### config.mk
export PLATFORM = sky130hd
export DESIGN_NAME = quic_crypto_frame_reassembler_core
export DESIGN_NICKNAME = d
export VERILOG_FILES = /design/src/hdl/qcfr_pkg.sv /design/src/hdl/quic_crypto_frame_reassembler_core.sv
export SDC_FILE = /design/constraint.sdc
export NUM_CORES = 1
export LEC_CHECK = 0
export ABC_AREA = 1
export BUFFER_PORTS_ARGS = -buffer_cell sky130_fd_sc_hd__buf_2
export CAP_MARGIN = 25
export CORE_UTILIZATION = 40
export CTS_CLUSTER_SIZE = 28
export DETAILED_ROUTE_END_ITERATION = 6
export PLACE_DENSITY = 0.69
export SLEW_MARGIN = 25
export SYNTH_ARGS = -nofsm -noshare
export SYNTH_HDL_FRONTEND = slang
export SYNTH_SLANG_ARGS = --single-unit
export TNS_END_PERCENT = 20
### constraint.sdc
create_clock -name clk -period 3.85 [get_ports clk]
set_input_delay 0.1925 -clock clk [delete_from_list [all_inputs] [get_ports clk]]
set_output_delay 0.1925 -clock clk [all_outputs]
set_load 0.02 [all_outputs]
### src/hdl/qcfr_pkg.sv
// Shared types and constants for the QUIC CRYPTO frame reassembler.
// Used by the core and by its checker; no dependencies.
package qcfr_pkg;

  // Reassembly buffer size and longest message, in bytes.
  localparam int unsigned BUF_SIZE = 2048;
  localparam int unsigned MAX_MSG  = 4096;

  localparam int unsigned BYTE_W = 8;
  localparam int unsigned REM_W  = 13;
  localparam int unsigned ADDR_W = 11;
  localparam int unsigned STAT_W = 2;

  localparam logic [REM_W-1:0] MAX_REM   = REM_W'(MAX_MSG);
  localparam logic [REM_W:0]   BUF_LIMIT = (REM_W + 1)'(BUF_SIZE);

  // Frame type codes.
  localparam logic [BYTE_W-1:0] FT_PADDING = 8'h00;
  localparam logic [BYTE_W-1:0] FT_PING    = 8'h01;
  localparam logic [BYTE_W-1:0] FT_CRYPTO  = 8'h06;

  // Low six bits of the first varint byte carry value bits.
  localparam logic [5:0] VARINT_MASK = 6'h3F;

  typedef enum logic [2:0] {
    PH_TYPE,
    PH_OFFSET,
    PH_LENGTH,
    PH_PAYLOAD,
    PH_STOPPED
  } phase_t;

  typedef enum logic [STAT_W-1:0] {
    ST_PARSING,
    ST_CLEAN,
    ST_UNKNOWN,
    ST_MALFORMED
  } status_t;

endpackage

### src/hdl/quic_crypto_frame_reassembler_core.sv
// QUIC decrypted-payload frame walker with CRYPTO reassembly buffer writes.
// Depends on qcfr_pkg.
//
// Usage:
//   Input channel (in_valid / in_stall): one payload byte per beat, with the
//   count of bytes left in the message including this one (1 or 0 = last).
//   Result channel (out_valid / out_stall): exactly one result beat per input
//   beat, in order. A result carries a buffer write (enable, address, byte)
//   for CRYPTO payload bytes that fit the buffer, the running parse status
//   and a message_end flag on the last byte's result.
// Pipeline and throughput:
//   An accepted input beat passes one input register, then the result
//   register. One beat per cycle sustained while out_stall is low; the per-byte
//   phase update is combinational between those two registers.
// Stalls:
//   The input register holds a beat while the result register is full and
//   stalled; in_stall rises only then. Nothing is dropped or repeated.
// Reset:
//   Synchronous, active low. Parser returns to "expect frame type" and both
//   pipeline registers empty. Parser state also returns to reset values after
//   every last byte, so each message starts clean.
// Varints are tracked as 13 value bits plus a sticky "too big" flag; any
// value past that range can only ever fail the length check or the fit test.
module quic_crypto_frame_reassembler_core
  import qcfr_pkg::*;
(
  input  logic              clk,
  input  logic              rst_n,
  input  logic              in_valid,
  output logic              in_stall,
  input  logic [BYTE_W-1:0] in_data_byte,
  input  logic [REM_W-1:0]  in_bytes_remaining,
  output logic              out_valid,
  input  logic              out_stall,
  output logic              out_write_enable,
  output logic [ADDR_W-1:0] out_write_address,
  output logic [BYTE_W-1:0] out_write_byte,
  output logic [STAT_W-1:0] out_parse_status,
  output logic              out_message_end
);

  // Input register
  logic              s1_valid_r, s1_valid_nxt;
  logic [BYTE_W-1:0] s1_byte_r;
  logic [REM_W-1:0]  s1_rem_r;

  // Result register
  logic              out_valid_r, out_valid_nxt;
  logic              out_we_r;
  logic [ADDR_W-1:0] out_addr_r;
  logic [BYTE_W-1:0] out_byte_r;
  status_t           out_status_r;
  logic              out_end_r;

  // Parser state
  phase_t            phase_r, phase_nxt, phase_stp;
  logic [REM_W-1:0]  vacc_r, vacc_nxt;      // varint value bits
  logic              vbig_r, vbig_nxt;      // varint exceeds 13 bits
  logic [2:0]        vleft_r, vleft_nxt;    // varint bytes still to come
  logic [REM_W-1:0]  off_r, off_nxt;        // CRYPTO offset, low bits
  logic              off_big_r, off_big_nxt;
  logic [REM_W-1:0]  pleft_r, pleft_nxt;    // payload bytes left
  logic [ADDR_W-1:0] wptr_r, wptr_nxt;
  logic              copy_r, copy_nxt;
  status_t           stop_r, stop_nxt, stop_stp;

  // Handshake
  logic s1_move;
  logic in_take;

  assign s1_move       = s1_valid_r && (!out_valid_r || !out_stall);
  assign in_stall      = s1_valid_r && !s1_move;
  assign in_take       = in_valid && !in_stall;
  assign s1_valid_nxt  = in_take || (s1_valid_r && !s1_move);
  assign out_valid_nxt = s1_move || (out_valid_r && out_stall);

  // Message bookkeeping
  logic [REM_W-1:0] rem_sat;
  logic [REM_W-1:0] avail;
  logic             last;

  assign rem_sat = (s1_rem_r > MAX_REM) ? MAX_REM : s1_rem_r;
  assign last    = rem_sat <= REM_W'(1);
  assign avail   = (rem_sat == '0) ? '0 : rem_sat - REM_W'(1);

  // Varint byte step
  logic                    vfirst;
  logic [3:0]              vlen;
  logic                    vshort;
  logic [REM_W+BYTE_W-1:0] vshift;
  logic [REM_W-1:0]        vacc_v;
  logic                    vbig_v;
  logic [2:0]              vleft_v;
  logic                    vdone;

  assign vfirst = (vleft_r == '0);
  assign vlen   = 4'd1 << s1_byte_r[7:6];
  assign vshort = vfirst && (rem_sat < {{(REM_W-4){1'b0}}, vlen});
  assign vshift = {vacc_r, s1_byte_r};

  always_comb begin
    if (vfirst) begin
      vacc_v  = {{(REM_W-6){1'b0}}, s1_byte_r[5:0] & VARINT_MASK};
      vbig_v  = 1'b0;
      vleft_v = 3'(vlen - 4'd1);
    end else begin
      vacc_v  = vshift[REM_W-1:0];
      vbig_v  = vbig_r || (|vshift[REM_W+BYTE_W-1:REM_W]);
      vleft_v = vleft_r - 3'd1;
    end
  end

  assign vdone = !vshort && (vleft_v == '0);

  // Length and buffer fit tests
  logic             len_over;
  logic [REM_W:0]   fit_sum;
  logic             fits;
  logic [REM_W-1:0] pleft_dec;

  assign len_over  = vbig_v || (vacc_v > avail);
  assign fit_sum   = {1'b0, off_r} + {1'b0, vacc_v};
  assign fits      = !off_big_r && (fit_sum <= BUF_LIMIT);
  assign pleft_dec = (pleft_r != '0) ? pleft_r - REM_W'(1) : '0;

  // Next state
  always_comb begin
    phase_stp   = phase_r;
    stop_stp    = stop_r;
    vacc_nxt    = vacc_r;
    vbig_nxt    = vbig_r;
    vleft_nxt   = vleft_r;
    off_nxt     = off_r;
    off_big_nxt = off_big_r;
    pleft_nxt   = pleft_r;
    wptr_nxt    = wptr_r;
    copy_nxt    = copy_r;

    case (phase_r)
      PH_TYPE: begin
        if (s1_byte_r == FT_CRYPTO) begin
          phase_stp = PH_OFFSET;
          vleft_nxt = '0;
        end else if (s1_byte_r > FT_PING) begin
          phase_stp = PH_STOPPED;
          stop_stp  = ST_UNKNOWN;
        end
      end
      PH_OFFSET: begin
        if (vshort) begin
          phase_stp = PH_STOPPED;
          stop_stp  = ST_MALFORMED;
        end else begin
          vacc_nxt  = vacc_v;
          vbig_nxt  = vbig_v;
          vleft_nxt = vleft_v;
          if (vdone) begin
            off_nxt     = vacc_v;
            off_big_nxt = vbig_v;
            phase_stp   = PH_LENGTH;
          end
        end
      end
      PH_LENGTH: begin
        if (vshort) begin
          phase_stp = PH_STOPPED;
          stop_stp  = ST_MALFORMED;
        end else begin
          vacc_nxt  = vacc_v;
          vbig_nxt  = vbig_v;
          vleft_nxt = vleft_v;
          if (vdone) begin
            if (len_over) begin
              phase_stp = PH_STOPPED;
              stop_stp  = ST_MALFORMED;
            end else begin
              pleft_nxt = vacc_v;
              copy_nxt  = fits;
              wptr_nxt  = fits ? off_r[ADDR_W-1:0] : '0;
              phase_stp = (vacc_v != '0) ? PH_PAYLOAD : PH_TYPE;
            end
          end
        end
      end
      PH_PAYLOAD: begin
        if (copy_r) begin
          wptr_nxt = wptr_r + ADDR_W'(1);
        end
        pleft_nxt = pleft_dec;
        if (pleft_dec == '0) begin
          phase_stp = PH_TYPE;
        end
      end
      default: begin
      end
    endcase

    phase_nxt = phase_stp;
    stop_nxt  = stop_stp;
    // Last byte: back to reset values for the next message.
    if (last) begin
      phase_nxt   = PH_TYPE;
      stop_nxt    = ST_PARSING;
      vacc_nxt    = '0;
      vbig_nxt    = 1'b0;
      vleft_nxt   = '0;
      off_nxt     = '0;
      off_big_nxt = 1'b0;
      pleft_nxt   = '0;
      wptr_nxt    = '0;
      copy_nxt    = 1'b0;
    end
  end

  // Result of this byte
  logic              res_we;
  logic [ADDR_W-1:0] res_addr;
  logic [BYTE_W-1:0] res_byte;
  status_t           res_status;

  always_comb begin
    res_we   = (phase_r == PH_PAYLOAD) && copy_r;
    res_addr = res_we ? wptr_r : '0;
    res_byte = res_we ? s1_byte_r : '0;
    if (phase_stp == PH_STOPPED) begin
      res_status = stop_stp;
    end else if (!last) begin
      res_status = ST_PARSING;
    end else if (phase_stp == PH_TYPE) begin
      res_status = ST_CLEAN;
    end else begin
      res_status = ST_MALFORMED;
    end
  end

  // Registers
  always_ff @(posedge clk) begin
    if (!rst_n) begin
      s1_valid_r  <= 1'b0;
      out_valid_r <= 1'b0;
      phase_r     <= PH_TYPE;
      stop_r      <= ST_PARSING;
      vacc_r      <= '0;
      vbig_r      <= 1'b0;
      vleft_r     <= '0;
      off_r       <= '0;
      off_big_r   <= 1'b0;
      pleft_r     <= '0;
      wptr_r      <= '0;
      copy_r      <= 1'b0;
    end else begin
      s1_valid_r  <= s1_valid_nxt;
      out_valid_r <= out_valid_nxt;
      if (s1_move) begin
        phase_r   <= phase_nxt;
        stop_r    <= stop_nxt;
        vacc_r    <= vacc_nxt;
        vbig_r    <= vbig_nxt;
        vleft_r   <= vleft_nxt;
        off_r     <= off_nxt;
        off_big_r <= off_big_nxt;
        pleft_r   <= pleft_nxt;
        wptr_r    <= wptr_nxt;
        copy_r    <= copy_nxt;
      end
    end
  end

  // Pipeline payload
  always_ff @(posedge clk) begin
    if (in_take) begin
      s1_byte_r <= in_data_byte;
      s1_rem_r  <= in_bytes_remaining;
    end
    if (s1_move) begin
      out_we_r     <= res_we;
      out_addr_r   <= res_addr;
      out_byte_r   <= res_byte;
      out_status_r <= res_status;
      out_end_r    <= last;
    end
  end

  assign out_valid         = out_valid_r;
  assign out_write_enable  = out_we_r;
  assign out_write_address = out_addr_r;
  assign out_write_byte    = out_byte_r;
  assign out_parse_status  = out_status_r;
  assign out_message_end   = out_end_r;

endmodule

==> metrics.cfg, run 1 <==
[synthesis]
yosysSeqAreaShare=0.390
synth_top_cell_area_share=0.199
synthTopCellsByCount=nand2_1, nor2_1, inv_1
synthAdderAreaFrac=0.0691
synth_area_leaders=edfxtp_1, dfxtp_1, nand2_1
synth_nets=987
yosys.area.top_type=edfxtp_1
syn_area_per_cell_um2=7.16
async_reset_ff_frac=0
synth-seq-cells=107
synthSimpleGateAreaFrac=0.312
synth_flop_cell=dfxtp_1
synth_area_um2=6630
synth-xor-area-share=0.0185
synth_compound_area_frac=0.126
yosys_warnings=0
netlist-cell-type-count=43
synth-edff-count=44
synth_top_family_by_area=simple AND/OR/NAND/NOR gates
synth_cells=926
yosysMostFrequentCell=nand2_1
synth.area.mux_share=0

[clock_tree]
clk_pin_slew_worst_paths_ns=0.08
clock-sinks=107
h-tree-depth=3
numCtsBuffers=9
clk_latency_ns=0.37
cts_tree=yes
cts-root-buf=clkbuf_16
cts_buffer_depth=2

[die]
ioPinCount=50
die_h_um=131
start_util=0.413
design.core.area_um2=16100
row_count=46
die_area_um2=17100
die_w_um=131

[grt]
grt_pass1_wl_um=27200
gr-total-overflow=0
antenna_found_initial=0
track_usage=0.208
first_global_vias=5731
grt_max_degree=45

[layout]
finalNonFillerCells=1237
num_antenna_cells=0
register_area_um2=2580
multi_input_area_um2=3670
n_fill_cell=1559
fin_area_um2=8000
nNetsFinal=1077
syn2layout_area_growth_pct=20.7
drive_gt1_frac=0.156

[placement]
place_congestion=0.866
port_buffers=49
dp_cells=1194
placed_area_um2=7220
dpl.hpwl_um=12400

[sta]
fin_crit_ns=3.71
fmax_mhz=270
drv_slew=0
worst_clock_skew_ns=0.0114
setup_viol=0
tightest_slew_ns=0.851
timing.final.crit_share=0.963
slew_headroom=0.432
rsz0062_at_grt=true
hold_viol=0

[setup_path]
worst_path_most_repeated_cell=nand2_1
startpoint=s1_rem_r[1]
critPathTopFamily=simple AND/OR/NAND/NOR gates
end_kind=flop
slowest_delay_ns=0.41
start_kind=flop
rr_startpoint=s1_rem_r[1]
reg2reg_depth=26
required_ns=3.98
cp_slowest_cell=edfxtp_1
critical_path_arrival_ns=3.84
crit_path_max_fanout=5
critPathBufInv=2
r2r_end=out_parse_status[0]
crit_type=reg2reg
r2r_slack_ns=0.14

[drt]
drt-initial-drc-count=591
drc=0
routed_wl_um=17700
drt-pass1-iter-count=5
routed_via_density=5.18
vias=6402
antenna_left=0
wire_per_inst_um=14.3

[pwr]
ir_drop_mv=0.377
p_leak_nw=3.66
powerDensity_nw_per_um2=330

[status]
outcome=completed

[worst_hold_path]
min_to=s1_byte_r[1]
hold_path.class=in2reg
min_from=in_data_byte[1]
holdPathStages=1

[run]
maxCapViolCount=0

==> timing repair <==
item                                    CTS  global route
resized for setup                         5            68
pin swaps                                 0            26
gates cloned                              0             0
endpoints found under the setup margin   24            32
buffers inserted                          0             9
hold endpoints to repair                 16             1
hold buffers                             16             1
==> layer usage <==
layer | up-vias | wire length (um) | global-route usage
met3 | 35 | 818 | 0.0529
met1 | 2952 | 7890 | 0.259
li1 | 3255 | - | -
met4 | 0 | 417 | 0.0818
met5 | - | 0 | 0
met2 | 160 | 8550 | 0.343
==> registers in the layout (all words and copies together), names as in the netlist, 8 cells and up <==
name               count
out_write_address     11
s1_rem_r              13
s1_byte_r              8
out_write_byte         8
off_r                 13
vacc_r                13
wptr_r                11
pleft_r               13
==> cells in the final DEF (no fill, tap or decap), types with 6 or more instances in the layout <==
| master | count |
|---|---|
| a21oi_1 | 71 |
| a22oi_1 | 9 |
| buf_2 | 49 |
| buf_4 | 34 |
| clkbuf_16 | 9 |
| dfxtp_1 | 63 |
| dlygate4sd3_1 | 17 |
| edfxtp_1 | 44 |
| ha_1 | 33 |
| inv_1 | 102 |
| nand2_1 | 197 |
| nand2_2 | 12 |
| nand2_4 | 7 |
| nand3_1 | 52 |
| nand3b_1 | 7 |
| nand4_1 | 30 |
| nor2_1 | 132 |
| nor3_1 | 13 |
| nor3b_1 | 6 |
| o21ai_0 | 40 |
| o21ai_1 | 8 |
| o21ai_2 | 7 |
| xor2_1 | 13 |
==> worst reg2reg max path: cells and delay by family, from the launching register on <==
family / cells / cell delay [ns]
DFF: 1 / 0.41
AOI/OAI and AO/OA: 3 / 0.48
adders and majority gates: 1 / 0.30
and+or+nand+nor: 20 / 2.13
buffers and inverters: 2 / 0.17
==> power by group <==
group          internal (mW)  leakage, nW  switching [mW]
combinational          0.152         2.57           0.250
clock                  0.524        0.153           0.478
sequential              1.21        0.935          0.0245
total                   1.89         3.66           0.753
==> metrics by stage <==
stage / setup slack, ns / util / power, mW / TNS (ns) / hold WS [ns]
floorplan: 0.188 / - / 1.51 / 0 / 0.291
global placement: 0.00900 / 0.449 / 1.60 / 0 / 0.369
detailed placement: -0.103 / 0.449 / 1.61 / -1.09 / 0.371
CTS: 0.0124 / 0.480 / 2.62 / 0 / 0.00124
global route: -0.101 / 0.498 / 2.75 / -1.49 / 0.00331
finish: 0.141 / 0.498 / 2.64 / 0 / 0.0115
==> cell families after synthesis <==
kind of cell | Yosys count
AND/OR/NAND/NOR | 479
AO/OA/AOI/OAI | 152
buffers and inverters | 138
flip-flops | 107
adder cells (fa/ha/maj) | 36
XOR/XNOR | 14
==> worst max path at each step <==
stage                     slack [ns]  depth (start not counted)                  end
after global placement         0.009                         27          pleft_r[10]
after global routing           -0.10                         32           pleft_r[1]
after detailed placement       -0.10                         31          pleft_r[10]
after floorplan                 0.19                         30           wptr_r[10]
final                           0.14                         26  out_parse_status[0]
after CTS                       0.01                         32          pleft_r[10]
==> cell type report <==
type / count / share of cell area
Inverter: 113 / 0.0538
Tap cell: 216 / 0.0338
Sequential cell: 107 / 0.323
Clock inverter: 7 / 0.0117
Timing Repair Buffer: 104 / 0.0906
Clock buffer: 9 / 0.0282
Multi-Input combinational cell: 681 / 0.459
No activity file was read; power rests on OpenSTA's default activity.
==> run 2: changes to the inputs <==
- PLACE_DENSITY: 0.69 -> 0.67
- SETUP_SLACK_MARGIN: unset -> 0.3
- clock period: 3.85 -> 3.5 ns (I/O delays scaled with it)
==> run 2 against run 1 <==
Net effect:
- the flow now finishes with violations (negative setup slack)
- fmax is 4.2% higher
- register-to-register slack lost 0.20 ns
- power grew 9.1%
- sequential power grew 9.7%
- critical path depth rose by 2
- clock power hardly changed
- utilization rose by 2.3 points
- die area stayed put
- non-clock buffer count rose by 39
- critical path type unchanged
==> metrics.cfg, run 2 (synthesis results as in run 1) <==
[worst_hold_path]
hold_path.class=in2reg

[layout]
syn2layout_area_growth_pct=26.2
fin_area_um2=8370  ; +4.6%
fin_util=0.521  ; +0.0229
layout_commonest_cell=nand2_1
nNetsFinal=1118  ; +3.8%
layout_common_cells=nand2_1, nor2_1, inv_1, a21oi_1, buf_4
num_antenna_cells=0  ; unchanged
drive_gt1_frac=0.189  ; +0.0335

[placement]
port_buffers=49  ; unchanged
pre_cts_ws_ns=-0.258  ; -0.156 ns
place_congestion=0.889  ; +2.7%
placed_area_um2=7540  ; +4.5%
dpl.hpwl_um=12800  ; +2.6%

[die]
die_h_um=131  ; unchanged
start_util=0.413  ; unchanged
die_w_um=131  ; unchanged
ioPinCount=50  ; unchanged
design.core.area_um2=16100  ; unchanged
die_area_um2=17100  ; unchanged
row_count=46  ; unchanged

[pwr]
ir_drop_mv=0.346  ; -8.3%
powerDensity_nw_per_um2=345  ; +4.3%
p_leak_nw=3.85  ; +5.2%

[clock_tree]
cts_tree=yes
h-tree-depth=3  ; unchanged
cts_buffer_depth=2  ; unchanged
clock-sinks=107  ; unchanged
clk_pin_slew_worst_paths_ns=0.07  ; about the same
clk_latency_ns=0.36  ; about the same
cts-root-buf=clkbuf_16
numCtsBuffers=9  ; unchanged

[drt]
routed_wl_um=17500  ; -0.76%
wire_per_inst_um=13.7  ; -3.9%
routed_via_density=5.08  ; -1.8%
drt-pass1-iter-count=5  ; unchanged
drt-initial-drc-count=455  ; -23%
vias=6492  ; +1.4%
antenna_left=0  ; unchanged
drc=0  ; unchanged

[setup_path]
end_kind=flop
crit_type=reg2reg
slowest_delay_ns=0.39  ; -0.02 ns
cp_slowest_cell=edfxtp_1
required_ns=3.80  ; -0.18 ns
start_kind=flop
critical_path_arrival_ns=3.86  ; +0.02 ns
crit_path_max_fanout=7  ; +2

[grt]
track_usage=0.216  ; +0.00830
grt_pass1_wl_um=28500  ; +4.7%
antenna_found_initial=0  ; unchanged
first_global_vias=6008  ; +4.8%
gr-total-overflow=0  ; unchanged
grt_max_degree=46  ; +2.2%

[sta]
drv_slew=0  ; unchanged
fin_crit_ns=3.56  ; -0.150 ns
slew_headroom=0.419  ; -0.0127
timing.final.crit_share=1.02  ; +0.0536
rsz0062_at_grt=true
worst_clock_skew_ns=0.00889  ; -0.00252 ns
setup_viol=19  ; +19
hold_viol=0  ; unchanged
tightest_slew_ns=0.870  ; +0.0191 ns
fin_ws_ns=-0.0594  ; -0.200 ns
tns_ns=-0.578  ; -0.578 ns
fmax_mhz=281  ; +4.2%

[status]
violations=negative setup slack
outcome=finished with violations

[run]
maxCapViolCount=0  ; unchanged

[run 2: through the flow]
stage | hold WS, ns | instances | total power, mW
after floorplan | 0.274 | 926 | 1.67
after global placement | 0.351 | 1230 | 1.81
after detailed placement | 0.353 | 1230 | 1.82
after CTS | 0.00109 | 1271 | 2.88
after global routing | 0.0433 | 1278 | 3.02
final | 0.0518 | 1278 | 2.88
[run 2: path summary, 6_finish.rpt]
path,depth (start not counted),slack (ns),start,endpoint
setup / recovery,28,-0.06,s1_rem_r[11],wptr_r[1]
hold / removal,2,0.05,in_valid,s1_valid_r
hold reg to reg,2,0.47,off_big_r,off_big_r
setup reg to reg,28,-0.06,s1_rem_r[11],wptr_r[1]
[run 2: critical path, delay by kind of cell (launching register included)]
family | cells | cell delay [ns]
buffers and inverters | 4 | 0.34
AND/OR/NAND/NOR | 21 | 1.99
adder cells (fa/ha/maj) | 1 | 0.28
AO/OA/AOI/OAI | 2 | 0.48
flip-flops | 1 | 0.39
[run 2: layout make-up]
type / count / area, um2
clock inverter: 4 / 51.3
inverter: 113 / 430
tap: 216 / 270
clock buffer: 12 / 246
sequential: 107 / 2580
timing repair buffer: 143 / 1020
multi-input combinational: 683 / 3770
fill: 1513 / 7690
[run 2: what timing repair did]
action | in CTS | in global routing
setup buffers | 3 | 5
cloned | 2 | 1
hold buffers | 20 | 1
pin swaps | 33 | 31
endpoints found under the hold margin | 20 | 1
resized for setup | 28 | 34
setup endpoints to repair | 32 | 56
[run 2: metal layers]
metal  share of wire  track usage  vias to the layer above
li1                -            -                     3351
met1            0.45        0.272                     2950
met2            0.48        0.370                      166
met3           0.042       0.0415                       25
met4           0.022       0.0710                        0
met5               0            0                        -
[run 2: power by group]
group          switching, mW  leakage (nW)  total (mW)  internal [mW]
Combinational          0.292          2.77       0.491          0.199
Clock                  0.457         0.143        1.03          0.575
Sequential            0.0252         0.935        1.36           1.34
Total                  0.774          3.85        2.88           2.11
==> run 3: changes to the inputs <==
- ABC_AREA: 1 -> unset
==> run 3 against run 2 <==
Net effect:
- the flow still finishes with violations (negative setup slack)
- critical endpoint is now pleft_r[4]
- worst setup slack got worse by 0.27 ns
- critical path type unchanged
- die area is 2.7% lower
- combinational power decreased by 46%
- fmax decreased by 7.1%
- design area fell by 2.2%
==> metrics.cfg, run 3 <==
[sta]
slew_headroom=0.356  ; -0.0628
tightest_slew_ns=0.961  ; +0.0909 ns
worst_clock_skew_ns=0.0178  ; +0.00892 ns
drv_slew=0  ; unchanged
setup_viol=32  ; +13
fmax_mhz=261  ; -7.1%
timing.final.crit_share=1.09  ; +0.0771
fin_crit_ns=3.83  ; +0.270 ns
fin_ws_ns=-0.329  ; -0.270 ns
tns_ns=-6.92  ; -6.34 ns
rsz0062_at_grt=true
hold_viol=0  ; unchanged

[die]
die_w_um=129  ; -1.4%
design.core.area_um2=15800  ; -1.4%
die_h_um=129  ; -1.4%
ioPinCount=50  ; unchanged
row_count=46  ; unchanged
start_util=0.407  ; -0.00562
die_area_um2=16600  ; -2.7%

[drt]
wire_per_inst_um=15.4  ; +12%
drc=0  ; unchanged
drt-initial-drc-count=472  ; +3.7%
drt-pass1-iter-count=5  ; unchanged
antenna_left=0  ; unchanged
routed_via_density=5.41  ; +6.5%
vias=5824  ; -10%
routed_wl_um=16600  ; -5.4%

[worst_hold_path]
hold_path.class=in2reg
holdPathStages=3  ; +1

[synthesis]
yosys_warnings=0  ; unchanged
synthSimpleGateAreaFrac=0.253  ; -0.0587
synthTopCellsByCount=nand2_1, dfxtp_1, a21oi_1
syn_area_per_cell_um2=8.77  ; +22%
yosysSeqAreaShare=0.401  ; +0.0111
synth_nets=796  ; -19%
synth_top_cell_area_share=0.205  ; +0.00569
synth-xor-area-share=0.0340  ; +0.0155
synth_cells=735  ; -21%
yosys.area.top_type=edfxtp_1
yosysMostFrequentCell=nand2_1
netlist-cell-type-count=74  ; +72%
synth_flop_cell=dfxtp_1
synth_area_leaders=edfxtp_1, dfxtp_1, ha_1
synth-edff-count=44  ; unchanged
synth_area_um2=6440  ; -2.8%
synth-seq-cells=107  ; unchanged
synth_top_family_by_area=simple AND/OR/NAND/NOR gates
synth.area.mux_share=0.00796  ; +0.00796
synthAdderAreaFrac=0.0711  ; +0.00197
async_reset_ff_frac=0  ; unchanged
synth_compound_area_frac=0.189  ; +0.0632

[clock_tree]
clk_latency_ns=0.37  ; about the same
numCtsBuffers=9  ; unchanged
cts_buffer_depth=2  ; unchanged
cts-root-buf=clkbuf_16
clk_pin_slew_worst_paths_ns=0.08  ; about the same
cts_tree=yes
clock-sinks=107  ; unchanged
h-tree-depth=3  ; unchanged

[setup_path]
start_kind=flop
end_kind=flop
reg2reg_depth=16  ; -43%
required_ns=3.80  ; about the same
crit_path_max_fanout=5  ; -2
critical_path_arrival_ns=4.13  ; +0.27 ns
crit_type=reg2reg

[layout]
fin_util=0.517  ; -0.00396
drive_gt1_frac=0.253  ; +0.0639
num_antenna_cells=0  ; unchanged
n_fill_cell=1405  ; -7.1%
nNetsFinal=917  ; -18%
layout_common_cells=buf_4, nand2_1, dfxtp_1, a21oi_1, buf_2
syn2layout_area_growth_pct=27.0
layout_commonest_cell=buf_4

[placement]
place_congestion=0.941  ; +5.8%
pre_cts_ws_ns=-0.358  ; -0.100 ns
port_buffers=49  ; unchanged
dpl.hpwl_um=11600  ; -9.3%

[grt]
grt_pass1_wl_um=27000  ; -5.2%
grt_max_degree=50  ; +8.7%
first_global_vias=5431  ; -9.6%
track_usage=0.208  ; -0.00797
gr-total-overflow=0  ; unchanged
antenna_found_initial=0  ; unchanged

[pwr]
powerDensity_nw_per_um2=323  ; -6.4%
p_leak_nw=3.34  ; -13%
ir_drop_mv=0.345  ; -0.17%

[status]
outcome=finished with violations
violations=negative setup slack

[run]
maxCapViolCount=0  ; unchanged

==> run 3: cell types whose count changed after synthesis, moves of 12 or more <==
cell / previous run / this run
and3_1: 0 / 27
clkbuf_1: 14 / 27
inv_1: 108 / 25
nand2_1: 211 / 69
nand3_1: 56 / 33
nand4_1: 30 / 15
nor2_1: 138 / 45
nor3_1: 14 / 33
o21a_1: 1 / 13
o21ai_0: 53 / 26
o21ai_1: 1 / 14
or3_1: 1 / 20
==> run 3: worst paths after layout <==
| kind | startpoint | to | slack [ns] |
|---|---|---|---|
| worst max register to register | s1_rem_r[2] | pleft_r[4] | -0.33 |
| worst max-delay path | s1_rem_r[2] | pleft_r[4] | -0.33 |
| worst min register to register | off_big_r | off_big_r | 0.46 |
| worst min-delay path | in_valid | s1_valid_r | 0.06 |
==> run 3: final cells by class <==
type	count	area (um2)	share of cell area
tap	216	270	0.0330
clock buffer	9	225	0.0275
timing repair buffer	149	1120	0.137
inverter	26	97.6	0.0119
multi-input combinational	563	3820	0.467
clock inverter	7	67.6	0.00826
sequential	107	2580	0.316
==> run 3: kinds of logic after synthesis <==
kind of cell,Yosys count
buffers and inverters,65
xor gates and xnor gates,25
muxes,5
DFF,107
and+or+nand+nor,310
AOI/OAI and AO/OA,187
adders and majority gates,36
==> run 3: worst max-delay path, stage by stage (launching register included) <==
cell and delay, ns:
edfxtp_1 0.39, or3_4 0.41, nor3_4 0.24, nand2_2 0.09
nor3_2 0.13, xor2_1 0.26, o21ai_4 0.09, ha_4 0.22
a21o_1 0.16, a221oi_2 0.27, nand2_1 0.12, o31ai_4 0.28
and4_4 0.30, o31ai_4 0.12, clkbuf_16 0.21, or3_4 0.33
a21oi_2 0.13
==> run 3: timing repair <==
action / CTS / global route
endpoints found under the setup margin: 32 / 32
pin swaps: 12 / 27
resized for setup: 13 / 34
hold endpoints to repair: 21 / 0
buffers inserted: 2 / 8
gates cloned: 1 / 1
hold buffers: 21 / 0
==> run 3: per-stage QoR <==
stage / hold WS [ns] / area [um2] / power [mW] / std cells
after floorplan: 0.274 / 6520 / 1.51 / 735
after global placement: 0.351 / 7350 / 1.61 / 1028
after detailed placement: 0.353 / 7350 / 1.61 / 1028
after CTS: 0.0291 / 7960 / 2.64 / 1068
after global routing: 0.114 / 8180 / 2.75 / 1077
final: 0.0617 / 8180 / 2.64 / 1077
==> run 3: power breakdown <==
group	internal (mW)	switching (mW)
Clock	0.503	0.516
Sequential	1.33	0.0271
Combinational	0.122	0.144
Total	1.95	0.688
==> run 3: layer usage <==
metal | wire [um] | track usage
met3 | 893 | 0.0424
met4 | 296 | 0.0657
met5 | 0 | 0
met2 | 7690 | 0.345
met1 | 7710 | 0.271
